==> src/hdl/wgbs_pkg.sv <==
// Shared types and constants for the wrapped grid bilinear sampler.
package wgbs_pkg;

    typedef enum logic [0:0] {
        CMD_WRITE = 1'b0,
        CMD_QUERY = 1'b1
    } cmd_t;

    localparam int COORD_W          = 32;
    localparam int COORD_FRAC       = 8;
    localparam int HEIGHT_W         = 16;
    localparam int INDEX_W          = 12;
    localparam int SHIFT_W          = 4;
    localparam int PIPE_DEPTH       = 8;
    localparam int DEF_GRID_CELLS   = 64;
    localparam int DEF_FRAC_BITS    = 8;
    localparam logic [SHIFT_W-1:0] CELL_SHIFT_RESET = 4'd4;

endpackage

==> src/hdl/wgbs_blend.sv <==
// Two-stage bilinear blend: row lerps, then the column lerp.
module wgbs_blend import wgbs_pkg::*; #(
    parameter int FRAC_BITS = DEF_FRAC_BITS
) (
    input  logic                       clk,
    input  logic                       en,
    input  logic signed [HEIGHT_W-1:0] s00,
    input  logic signed [HEIGHT_W-1:0] s01,
    input  logic signed [HEIGHT_W-1:0] s10,
    input  logic signed [HEIGHT_W-1:0] s11,
    input  logic [FRAC_BITS-1:0]       fx,
    input  logic [FRAC_BITS-1:0]       fy,
    output logic signed [HEIGHT_W-1:0] height
);

    localparam int DW = HEIGHT_W + 1;
    localparam int PW = DW + FRAC_BITS + 1;

    // a + floor((b - a) * f / 2^FRAC_BITS); result stays between a and b
    function automatic logic signed [HEIGHT_W-1:0] lerp(
        input logic signed [HEIGHT_W-1:0] a,
        input logic signed [HEIGHT_W-1:0] b,
        input logic [FRAC_BITS-1:0]       f
    );
        logic signed [DW-1:0] diff;
        logic signed [PW-1:0] prod;
        logic signed [PW-1:0] sh;
        logic signed [DW-1:0] sum;
        diff = DW'(b) - DW'(a);
        prod = PW'(diff) * $signed({1'b0, f});
        sh   = prod >>> FRAC_BITS;
        sum  = DW'(a) + sh[DW-1:0];
        return sum[HEIGHT_W-1:0];
    endfunction

    logic signed [HEIGHT_W-1:0] p0_reg;
    logic signed [HEIGHT_W-1:0] p1_reg;
    logic [FRAC_BITS-1:0]       fy_reg;
    logic signed [HEIGHT_W-1:0] h_reg;

    always_ff @(posedge clk)
    begin
        if (en)
        begin
            p0_reg <= lerp(s00, s01, fx);
            p1_reg <= lerp(s10, s11, fx);
            fy_reg <= fy;
            h_reg  <= lerp(p0_reg, p1_reg, fy_reg);
        end
    end

    assign height = h_reg;

endmodule

==> config.mk <==
export PLATFORM = sky130hd
export DESIGN_NAME = wgbs_blend
export DESIGN_NICKNAME = d
export VERILOG_FILES = /design/src/hdl/wgbs_pkg.sv /design/src/hdl/wgbs_blend.sv
export SDC_FILE = /design/constraint.sdc
export NUM_CORES = 1
export LEC_CHECK = 0
export ABC_CLOCK_PERIOD_IN_PS = 10600
export BUFFER_PORTS_ARGS = -buffer_cell sky130_fd_sc_hd__buf_2
export CAP_MARGIN = 20
export CELL_PAD_IN_SITES_DETAIL_PLACEMENT = 1
export CELL_PAD_IN_SITES_GLOBAL_PLACEMENT = 2
export CORE_AREA = 3 3 168 293
export CTS_CLUSTER_SIZE = 8
export DETAILED_ROUTE_END_ITERATION = 16
export DIE_AREA = 0 0 171 296
export GPL_ROUTABILITY_DRIVEN = 0
export PLACE_DENSITY_LB_ADDON = 0.2
export SLEW_MARGIN = 20
export SYNTH_ARGS = -nofsm -noshare
export SYNTH_HDL_FRONTEND = slang
export SYNTH_SLANG_ARGS = --single-unit
export TNS_END_PERCENT = 30
==> constraint.sdc <==
create_clock -name clk -period 10.6 [get_ports clk]
set_input_delay 1.59 -clock clk [delete_from_list [all_inputs] [get_ports clk]]
set_output_delay 1.59 -clock clk [all_outputs]
set_load 0.01 [all_outputs]
Word-level counts from Yosys, hierarchy flattened
Cells that the tools add are included.
{"block": "word_totals", "ff_bits": 56, "input_bits": 82, "out_inout_bits": 16}
{"block": "op_classes", "n_addsub": 6, "n_mul": 3}
{"op": "multiplier 17 x 9 -> 24 bit", "n": 3}
{"op": "subtractor 16 x 16 -> 17 bit", "n": 3}
{"op": "adder 16 bit", "n": 3}

Logic depth before layout (Yosys ltp)
{"block": "logic_depth", "depth_word": 3, "depth_mapped": 36, "depth_no_buf": 36}

Worst setup path before layout
No wires, ideal clock.
{"block": "synth_path", "path_kind": "input -> register", "startpoint": "in s10[1]", "endpoint": "reg p1_reg[15], data pin", "setup_time_ns": 0.269, "t_arrival_ns": 8.687, "required_ns": 10.331, "setup_slack_ns": 1.644, "path_stages": 33, "n_path_buf": 0, "cell_sequence": "inv_1 > ha_1 > nor2b_1 > o21ai_0 > a21boi_1 > o21ai_0 > a21oi_1 > o21ai_0 > a21boi_0 > o21ai_1 > nand3_1 > fa_1 > inv_1 > fa_1 > fa_1 > inv_1 > fa_1 > inv_1 > ha_1 > a21o_1 > a41o_1 > a2111oi_4 > o21bai_1 > a21o_1 > a21oi_1 > xnor2_1 > ha_1 > nand3_1 > o2111ai_1 > o31ai_1 > o21a_1 > o21ai_0 > xor3_1"}
{"block": "synth_via", "elab_chain_len": 3}
{"element": "start: declaration", "line_no": "wgbs_blend.sv:9", "text": "input logic signed [HEIGHT_W-1:0] s10,"}
{"element": "subtractor 16 x 16 -> 17 bit", "line_no": "wgbs_blend.sv:29", "text": "diff = DW'(b) - DW'(a);"}
{"element": "multiplier 17 x 9 -> 24 bit", "line_no": "wgbs_blend.sv:30", "text": "prod = PW'(diff) * $signed({1'b0, f});"}
{"element": "adder 16 bit *", "line_no": "wgbs_blend.sv:32", "text": "sum = DW'(a) + sh[DW-1:0];"}
{"element": "end signal: assignment", "line_no": "wgbs_blend.sv:46", "text": "p1_reg <= lerp(s10, s11, fx);"}
{"element": "end: declaration", "line_no": "wgbs_blend.sv:37", "text": "logic signed [HEIGHT_W-1:0] p1_reg;"}
Every way passes the cells marked *; elsewhere a longest branch is shown, timed or not.
A chain may end at the register's enable or synchronous reset.

Worst setup path after layout
Ends and elaborated chain as after synthesis.

==> flow_summary.toml <==
[timing]
fin_crit_sh_pct = 90.3
finalHoldViolCount = 0
tightest_slew_ns = 0.907
final_max_slew_viol_count = 0
fin_setup_tns_ns = 0
clock.fmax_ghz = 0.104
skew_ns = 0.0110
setup_viol = 0
slew_headroom_pct = 39.5
setup_ws_ns = 1.03
fin_crit_ns = 9.57
rsz0062_at_grt = "no"

[global_routing]
grt_max_degree = 57
overflow = 0
grt_pass1_vias = 17100
grt_pass1_wl_um = 89000
grt_use_total_pct = 22.6
grt_antenna_before_repair = 0

[yosys]
synth_nets = 2856
synth_cell_types = 67
ys_warn_count = 0
synth_top_area_share_pct = 32.4
avgSynthCellArea_um2 = 8.62
synth-seq-cells = 56
netlist_area_um2 = 19300
syn_inst = 2237
yosys.cell_count.top_type = "inv_1"
ys_top_cells_by_count = "520 x inv_1, 312 x fa_1, 240 x nand2_1, 225 x ha_1, 124 x and2_1"
synth-edff-count = 56
async_flop_share_pct = 0
yosys.area.top_type = "fa_1"
ys.flop_type = "edfxtp_1"
seq_area_frac_synth_pct = 8.72
synthTopCellsByArea = "fa_1 32%, ha_1 15%, inv_1 10%"

[clock_tree]
clk_pin_slew_ns = 0.09
cts-buffers-inserted = 5
postCtsSetupBuffers = 0
cts-hold-fix-buffers = 0
cts_buffer_depth = 2
clock_latency_ns = 0.32
cts_root_buf = "clkbuf_16"
cts_tree = "built"
htreeDepth = 2
cts.sinks = 56
ctsResizeCount = 0

[critical_path]
path_class = "in -> reg"
cp.arrival_ns = 9.64
r2r_setup_slack_ns = 1.61
worst-path-buf-inv = 5
required_ns = 10.67
worstSetupStartpointType = "primary input"
crit_fanout = 8
cpMaxStageDelayCell = "fa_1"
path_delay_family = "compound AO/OA/AOI/OAI gates"
critPathMaxStageDelay_ns = 0.56
cp-end-kind = "flip-flop"

[final_layout]
final_layout_size_suffix_gt1_share_pct = 6.54
areaGrowthSynthToFinish_pct = 6.94
nets = 2927
diodes = 0

[floorplanning]
initial_utilization_pct = 41.0
rows = 105
core_region_area_um2 = 47000
pin_count = 98
dieWidth_um = 171
die_y_um = 296
die-area_um2 = 50600

[detailed_routing]
drt-wirelength-per-cell_um = 19.3
top_layer = "met4"
drt-met1-wl_um = 18600
firstDrtPassIters = 5
wl_met3_um = 773
dr_wl_met2_um = 33800
drt_iter0_drc = 406
routed_via_density = 5.24
via_count = 15200
postRouteAntennaNets = 0
drc_errors = 0
wirelength_um = 55900

[placed_design]
place_ws_ns = 0.661
dp_hpwl_um = 48400
io_buffers = 97

[run_status]
run_status = "completed"

[worst_hold_path]
hold_path.class = "reg -> reg"

[flow_run]
cap_violations = 0
## cells by family after synthesis
family | synth area share (%)
AO/OA/AOI/OAI | 9.32
XOR/XNOR | 6.12
adder cells (fa/ha/maj) | 47.0
buffers and inverters | 11.3
flip-flops | 8.72
multiplexers | 0.500
AND/OR/NAND/NOR | 17.1
## layer usage
| metal | global-route usage (%) | vias up |
|---|---|---|
| met2 | 47.9 | 176 |
| met1 | 21.5 | 7777 |
| met4 | 10.2 | 0 |
| met5 | 0 | - |
| met3 | 1.07 | 99 |
| li1 | - | 7118 |
## worst min-delay path: cells and delay by family (launching register included)
family	cells	cell delay, ns
xor+xnor	1	0.13
fa+ha+maj	1	0.20
flops	1	0.40
## cell type report
class                           instances  area [um^2]
Fill cell                            5676        26400
Multi-Input combinational cell       1603        15400
Inverter                              520         1950
Sequential cell                        56         1680
Tap cell                              588          736
Timing Repair Buffer                  122          673
Clock buffer                            5          125
Clock inverter                          3         21.3
## through the flow
step | std cells | cell area, um^2 | util [%] | hold slack [ns]
6_report | 2897 | 20600 | 43.8 | 0.831
5_1_grt | 2897 | 20600 | 43.8 | 0.875
4_1_cts | 2897 | 20600 | 43.8 | 0.843
3_5_place_dp | 2889 | 20500 | 43.5 | 0.816
3_3_place_gp | 2889 | 20500 | 43.5 | 0.810
2_1_floorplan | 2237 | 19300 | - | 0.557
## layout by cell type, fill, tap and decap left out, types with 27 or more instances in the layout
| cell type | count |
|---|---|
| a21oi_1 | 73 |
| nor2_1 | 66 |
| buf_2 | 97 |
| xnor2_1 | 91 |
| nand2b_1 | 37 |
| inv_1 | 520 |
| and2_1 | 124 |
| xor2_1 | 41 |
| nor3_1 | 27 |
| nand3_1 | 56 |
| o21ai_0 | 39 |
| edfxtp_1 | 56 |
| nor2b_1 | 38 |
| a21o_1 | 31 |
| fa_1 | 312 |
| ha_1 | 225 |
| nand2_1 | 240 |
## worst paths after layout
| check | cells after the start | endpoint | from |
|---|---|---|---|
| max reg2reg | 33 | height[15] | p0_reg[0] |
| min | 2 | height[5] | p0_reg[5] |
| min reg2reg | 2 | height[5] | p0_reg[5] |
| max | 34 | p1_reg[15] | s10[1] |
Power is left out: the tool's default activity adds up to more than one toggle a clock period on the data nets, which glitch-free logic cannot reach.
