**config.mk**
```make
export PLATFORM = sky130hd
export DESIGN_NAME = wgbs_coord_wrap
export DESIGN_NICKNAME = d
export VERILOG_FILES = /design/src/hdl/wgbs_pkg.sv /design/src/hdl/wgbs_coord_wrap.sv
export SDC_FILE = /design/constraint.sdc
export NUM_CORES = 1
export LEC_CHECK = 0
export BUFFER_PORTS_ARGS = -buffer_cell sky130_fd_sc_hd__buf_2
export CELL_PAD_IN_SITES_DETAIL_PLACEMENT = 1
export CELL_PAD_IN_SITES_GLOBAL_PLACEMENT = 2
export CORE_ASPECT_RATIO = 0.9
export CORE_MARGIN = 4
export CORE_UTILIZATION = 46
export CTS_BUF_LIST = sky130_fd_sc_hd__clkbuf_4 sky130_fd_sc_hd__clkbuf_8
export CTS_CLUSTER_DIAMETER = 120
export DETAILED_ROUTE_END_ITERATION = 8
export PLACE_DENSITY_LB_ADDON = 0.1
export SYNTH_ARGS = -nofsm -noshare
export SYNTH_HDL_FRONTEND = slang
export SYNTH_SLANG_ARGS = --single-unit
```
**constraint.sdc**
```tcl
create_clock -name clk -period 5.23 [get_ports clk]
set_clock_uncertainty 0.2 [all_clocks]
set_input_delay 0.2615 -clock clk [delete_from_list [all_inputs] [get_ports clk]]
set_output_delay 0.2615 -clock clk [all_outputs]
set_load 0.005 [all_outputs]
```
**src/hdl/wgbs_pkg.sv**
```systemverilog
// Shared types and constants for the wrapped grid bilinear sampler.
package wgbs_pkg;

    typedef enum logic [0:0] {
        CMD_WRITE = 1'b0,
        CMD_QUERY = 1'b1
    } cmd_t;

    localparam int COORD_W          = 32;
    localparam int COORD_FRAC       = 8;
    localparam int HEIGHT_W         = 16;
    localparam int INDEX_W          = 12;
    localparam int SHIFT_W          = 4;
    localparam int PIPE_DEPTH       = 8;
    localparam int DEF_GRID_CELLS   = 64;
    localparam int DEF_FRAC_BITS    = 8;
    localparam logic [SHIFT_W-1:0] CELL_SHIFT_RESET = 4'd4;

endpackage

```
**src/hdl/wgbs_coord_wrap.sv**
```systemverilog
// Four-stage coordinate wrap: cell index, next cell and fraction of one axis.
module wgbs_coord_wrap import wgbs_pkg::*; #(
    parameter int GRID_CELLS = DEF_GRID_CELLS,
    parameter int FRAC_BITS  = DEF_FRAC_BITS,
    parameter int CW         = $clog2(GRID_CELLS)
) (
    input  logic                      clk,
    input  logic                      en,
    input  logic signed [COORD_W-1:0] coord,
    input  logic [SHIFT_W-1:0]        cell_shift,
    output logic [CW-1:0]             cell_idx,
    output logic [CW-1:0]             cell_next,
    output logic [FRAC_BITS-1:0]      frac
);

    localparam int SW = CW + 11;
    localparam int K  = SW + CW;
    localparam int MW = SW + CW;
    localparam longint unsigned GL  = longint'(GRID_CELLS);
    localparam longint unsigned R8  = (64'd1 << 8) % GL;
    localparam longint unsigned R16 = (64'd1 << 16) % GL;
    localparam longint unsigned R24 = (64'd1 << 24) % GL;
    localparam longint unsigned C31 = (64'd1 << 31) % GL;
    localparam longint unsigned BIAS = GL - C31;
    localparam longint unsigned RECIP = ((64'd1 << K) + GL - 64'd1) / GL;

    // stage A: arithmetic shift down to cell units, fraction
    logic [4:0]                pos;
    logic signed [COORD_W-1:0] q;
    logic [COORD_W-1:0]        mask;
    logic [COORD_W-1:0]        fw;
    logic [COORD_W-1:0]        fs;
    logic signed [COORD_W-1:0] q_a_reg;
    logic [FRAC_BITS-1:0]      frac_a_reg;

    always_comb
    begin
        pos  = 5'(cell_shift) + 5'(COORD_FRAC);
        q    = coord >>> pos;
        mask = (32'd1 << pos) - 32'd1;
        fw   = $unsigned(coord) & mask;
        if (pos >= 5'(FRAC_BITS))
        begin
            fs = fw >> (pos - 5'(FRAC_BITS));
        end
        else
        begin
            fs = fw << (5'(FRAC_BITS) - pos);
        end
    end

    // stage B: fold bytes to a small residue-equivalent sum (offset binary)
    logic [COORD_W-1:0]   u;
    logic [SW-1:0]        s_next;
    logic [SW-1:0]        s_b_reg;
    logic [FRAC_BITS-1:0] frac_b_reg;

    always_comb
    begin
        u      = $unsigned(q_a_reg) ^ 32'h8000_0000;
        s_next = SW'(u[7:0])
               + SW'(u[15:8])  * SW'(R8)
               + SW'(u[23:16]) * SW'(R16)
               + SW'(u[31:24]) * SW'(R24)
               + SW'(BIAS);
    end

    // stage C: quotient by reciprocal multiply
    logic [SW+MW-1:0]     prod;
    logic [SW-1:0]        qh_c_reg;
    logic [SW-1:0]        s_c_reg;
    logic [FRAC_BITS-1:0] frac_c_reg;

    assign prod = (SW+MW)'(s_b_reg) * (SW+MW)'(RECIP);

    // stage D: remainder
    logic [SW+CW:0]       qg;
    logic [SW+CW:0]       rem;
    logic [CW-1:0]        r;
    logic [CW-1:0]        cell_reg;
    logic [CW-1:0]        cell_next_reg;
    logic [FRAC_BITS-1:0] frac_d_reg;

    always_comb
    begin
        qg  = (SW+CW+1)'(qh_c_reg) * (SW+CW+1)'(GL);
        rem = (SW+CW+1)'(s_c_reg) - qg;
        r   = rem[CW-1:0];
    end

    always_ff @(posedge clk)
    begin
        if (en)
        begin
            q_a_reg       <= q;
            frac_a_reg    <= fs[FRAC_BITS-1:0];
            s_b_reg       <= s_next;
            frac_b_reg    <= frac_a_reg;
            qh_c_reg      <= prod[K +: SW];
            s_c_reg       <= s_b_reg;
            frac_c_reg    <= frac_b_reg;
            cell_reg      <= r;
            cell_next_reg <= (r == CW'(GRID_CELLS - 1)) ? '0 : r + CW'(1);
            frac_d_reg    <= frac_c_reg;
        end
    end

    assign cell_idx  = cell_reg;
    assign cell_next = cell_next_reg;
    assign frac      = frac_d_reg;

endmodule

```
Word-level counts from Yosys, hierarchy flattened:

Index checks and enable logic that the tools add are counted.

* bitwise gates (word level): 1
* eq/ne operators: 1
* multiplexer cells: 1
* add/sub/neg operators: 7
* shifts and indexed selects: 4
* order comparisons: 1

Operators with widths (number)
* $and A32 B32 Y32: 1
* $shl A1 B5 Y32 const A: 1
* $shl A32 B5 Y8: 1
* $shr A32 B5 Y8: 1
* $sshr A32 B5 Y6: 1
* $sub A32 B1 Y32 const B: 1
* $add A6 B1 Y6 const B: 2
* $mux W8: 1
* $eq A6 B6 Y1 const B: 1
* $sub A6 B1 Y6 const B: 1
* $add A4 B4 Y5 const B: 1
* $ge A5 B4 Y1 const B: 1
* $sub A4 B5 Y5 const A: 1
* $sub A5 B4 Y5 const B: 1

* bits of input ports: 38
* bits in registers: 62
* output and inout bits: 20
* logic and storage cells: 24

Longest topological paths before layout:

* depth after elaboration: 6
* depth in mapped cells: 6
* mapped depth without buffers: 4

Worst setup path after synthesis:

Ideal clock, no wire load.

* path type: input port to flip-flop
* start: input port cell_shift[0]
* end: register frac_a_reg[6] (data pin)
* setup slack: 3.403 ns
* buffers on the path: 1
* stages: 3
* setup time: 0.272 ns
* data required time: 4.758 ns
* arrival time: 1.355 ns
* cells stage by stage: buf_6 > mux4_1 > mux4_2

* cells in the longest elaborated chain, start to end: 6
* elaborated cells on any way between the ends: 10
* classes of those cells: add/sub (4); order compare (1); shift (3); mux (1); bitwise (1)

Ends and longest elaborated chain
* start: declaration: line wgbs_coord_wrap.sv:10 `input logic [SHIFT_W-1:0] cell_shift,`
* $add A4 B4 Y5 *: line wgbs_coord_wrap.sv:38 `pos = 5'(cell_shift) + 5'(COORD_FRAC);`
* $shl A1 B5 Y32: line wgbs_coord_wrap.sv:40 `mask = (32'd1 << pos) - 32'd1;`
* $sub A32 B1 Y32: line wgbs_coord_wrap.sv:40
* $and A32 B32 Y32: line wgbs_coord_wrap.sv:41 `fw = $unsigned(coord) & mask;`
* $shl A32 B5 Y8 / $shr A32 B5 Y8 (equally long branches): line wgbs_coord_wrap.sv:48, wgbs_coord_wrap.sv:44
* $mux W8 *: line wgbs_coord_wrap.sv:42 `if (pos >= 5'(FRAC_BITS))`
* net fs[6]: line wgbs_coord_wrap.sv:32 `logic [COORD_W-1:0] fs;`
* end signal: assignment: line wgbs_coord_wrap.sv:96 `frac_a_reg <= fs[FRAC_BITS-1:0];`
* end: declaration: line wgbs_coord_wrap.sv:34 `logic [FRAC_BITS-1:0] frac_a_reg;`

Mark *: on every way through the listed nets, which the timed path passes. The rest lies on a longest branch.
A chain may end at the register's enable or synchronous reset.

Final worst setup path:

* start: input port cell_shift[1]
* end: register q_a_reg[0] (data pin)

* cells in the longest elaborated chain, start to end: 2

Ends and longest elaborated chain
* $add A4 B4 Y5: line wgbs_coord_wrap.sv:38
* $sshr A32 B5 Y6: line wgbs_coord_wrap.sv:39 `q = coord >>> pos;`
* net q[0]: line wgbs_coord_wrap.sv:29 `logic signed [COORD_W-1:0] q;`
* end signal: assignment: line wgbs_coord_wrap.sv:95 `q_a_reg <= q;`
* end: declaration: line wgbs_coord_wrap.sv:33 `logic signed [COORD_W-1:0] q_a_reg;`

The timed path passes the listed nets, and every way through them passes these cells.

==> results.json <==
{
  "status": "finished clean",
  "place.gp.congestion": 0.7700,
  "htreeDepth": 3,
  "hold_viol": 0,
  "cp_max_fo": 33,
  "wirelength_mm": 5.586,
  "syn_area_mm2": 0.003218,
  "dr.pass1.iters": 4,
  "hold_buffers": 0,
  "setup_viol": 0,
  "synth_cell_type_count": 25,
  "power_density_mw_per_mm2": 313.3,
  "cp_data_arrival_time_ns": 2.05,
  "n_fill_cell": 630,
  "postCtsSetupBuffers": 0,
  "yosys_warnings": 0,
  "vias": 1731,
  "grt_pass1_vias": 1809,
  "maxCapViolCount": 0,
  "rsz0062_at_grt": "false",
  "antenna-diode-count": 0,
  "wl_per_cell_um": 18.02,
  "slew_headroom": 0.4587,
  "finalCriticalPeriod_ns": 2.204,
  "place.detailed.hpwl_mm": 4.099,
  "die_x_um": 96.17,
  "crit_path_start_kind": "primary input",
  "track_usage": 0.1443,
  "num_io_pins": 58,
  "layout-drive-gt1-share": 0.3636,
  "syn_inst": 160,
  "timing.setup.tns_ns": 0,
  "start_util": 0.4809,
  "pwr-share-comb": 0.126,
  "synth_nets": 199,
  "area_delta_synth_final_pct": 13.26,
  "viasPerCell": 5.584,
  "drc": 0,
  "finalCritPeriodShare": 0.4214,
  "cts_tree": "yes",
  "drt_iter0_markers": 92,
  "cts_sinks": 62,
  "syn_area_per_cell_um2": 20.11,
  "ant_nets": 0,
  "critical_path_class": "primary input to flop",
  "grt_overflow": 0,
  "cp-end-kind": "flop",
  "hp-class": "primary input to flop",
  "clkPwrFrac": 0.331,
  "p_switching_uw": 244.8,
  "grt_max_degree": 63,
  "core_mm2": 0.006691,
  "switching_share": 0.2144,
  "cts_max_path_buffers": 2,
  "clockRootBuffer": "clkbuf_8",
  "p_seq_frac": 0.543,
  "cts.clk_slew.worst_paths_ns": 0.06,
  "p_leak_uw": 0.001440,
  "die_h_um": 87.35,
  "cts_resized": 0,
  "holdWs_ns": 0.1911,
  "num_rows": 28,
  "cp_data_required_time_ns": 5.08,
  "ir_drop_uv": 116.0,
  "max_freq_mhz": 453.7,
  "portBuffers": 54,
  "grt_antenna_before_repair": 0,
  "clkLatencyLatePin_ns": 0.31,
  "grt_pass1_wl_mm": 8.845,
  "finalMaxSlewViolations": 0,
  "tightest_slew_ns": 0.8120,
  "synth-seq-cells": 62,
  "nNetsFinal": 254,
  "dieArea_mm2": 0.008400,
  "seq_area_frac_synth": 0.5785,
  "internal-power_uw": 897.3,
  "cts_buffers": 9
}
cell type report:
cell class	instances	area, um2	share of cell area
clock buffer	10	131.4	0.03605
clock inverter	6	52.55	0.01442
inverter	1	3.754	0.001030
multi-input combinational	86	1205	0.3306
sequential	62	1862	0.5108
tap	90	112.6	0.03090
timing repair buffer	55	277.8	0.07621
path summary, 6_finish.rpt:
check | from | to | slack (ns) | cells after the start
worst max register to register | s_c_reg[0]$_DFFE_PP_ | cell_next[5]$_SDFFCE_PN0P_ | 3.68 | 4
worst max-delay path | cell_shift[1] | q_a_reg[0]$_DFFE_PP_ | 3.03 | 4
worst min-delay path | cell_shift[3] | q_a_reg[5]$_DFFE_PP_ | 0.19 | 2
worst min register to register | q_a_reg[3]$_DFFE_PP_ | s_b_reg[3]$_DFFE_PP_ | 0.22 | 0
critical path: stages:
cell and delay [ns]:
buf_2 0.62, mux4_1 0.69, mux2i_1 0.30, a222oi_1 0.17
Yosys cell counts:
cell type,number,area [um2]
buf_6,4,45.04
a22oi_1,1,7.510
clkbuf_8,2,27.53
buf_2,1,5.000
xnor2_1,1,8.760
a222oi_1,1,10.01
buf_12,2,40.04
mux4_2,8,180.2
ha_1,1,12.51
a221oi_1,1,8.760
mux2i_1,33,330.3
nand2_1,2,7.510
edfxtp_1,62,1862
and2_1,1,6.260
mux2_2,2,22.52
nor2_1,3,11.26
a21oi_1,1,5.000
o21ai_0,2,10.01
xor2_1,2,17.52
o31ai_1,1,7.510
buf_8,2,30.03
inv_2,1,3.750
nor2b_1,3,18.77
mux4_1,20,525.5
nand3_1,3,15.01
cell usage in the layout, fill, tap and decap left out:
cell type	Yosys	layout
o21ai_0	2	2
bufinv_16	0	1
a221oi_1	1	1
mux2i_1	33	33
nor2_1	3	3
buf_4	0	1
a222oi_1	1	1
ha_1	1	1
inv_2	1	1
mux4_2	8	8
and2_1	1	1
xnor2_1	1	1
a21oi_1	1	1
a22oi_1	1	1
clkinv_1	0	2
edfxtp_1	62	62
clkbuf_4	0	1
nand2_1	2	2
nand3_1	3	3
clkbuf_8	2	9
buf_2	1	54
o31ai_1	1	1
clkinv_2	0	3
xor2_1	2	2
nor2b_1	3	3
mux2_2	2	2
mux4_1	20	20
metrics by stage:
| stage | total power (uW) | worst slack, ns | utilization | instance area [um2] | instances |
|---|---|---|---|---|---|
| 2_1_floorplan | 722.5 | 3.403 | - | 3218 | 160 |
| 3_3_place_gp | 765.5 | 2.716 | 0.5172 | 3461 | 294 |
| 3_5_place_dp | 777.2 | 2.692 | 0.5172 | 3461 | 294 |
| 4_1_cts | 1158 | 3.046 | 0.5447 | 3645 | 310 |
| 5_1_grt | 1197 | 3.002 | 0.5447 | 3645 | 310 |
| 6_report | 1142 | 3.026 | 0.5447 | 3645 | 310 |
cells by family after synthesis:
logic type | count (synthesis) | share of synthesized area
buffers and inverters | 12 | 0.04704
DFF | 62 | 0.5785
muxes | 63 | 0.3289
xor gates and xnor gates | 3 | 0.008166
adders and majority gates | 1 | 0.003887
and+or+nand+nor | 12 | 0.01827
AOI/OAI and AO/OA | 7 | 0.01516
layer usage:
metal | vias up | GRT usage | share of wire
li1 | 803 | - | -
met1 | 866 | 0.1664 | 0.41
met2 | 56 | 0.2539 | 0.53
met3 | 6 | 0.02939 | 0.051
met4 | 0 | 0.06977 | 0.016
met5 | - | 0 | 0
power by group through the flow:
stage               clock [uW]  sequential, uW  combinational [uW]
floorplan                    0             626                96.3
global placement             0             625                 141
detailed placement           0             631                 146
CTS                        390             621                 146
global route               415             624                 158
finish                     378             620                 144
Note: power is estimated with default switching activity, not from simulation.
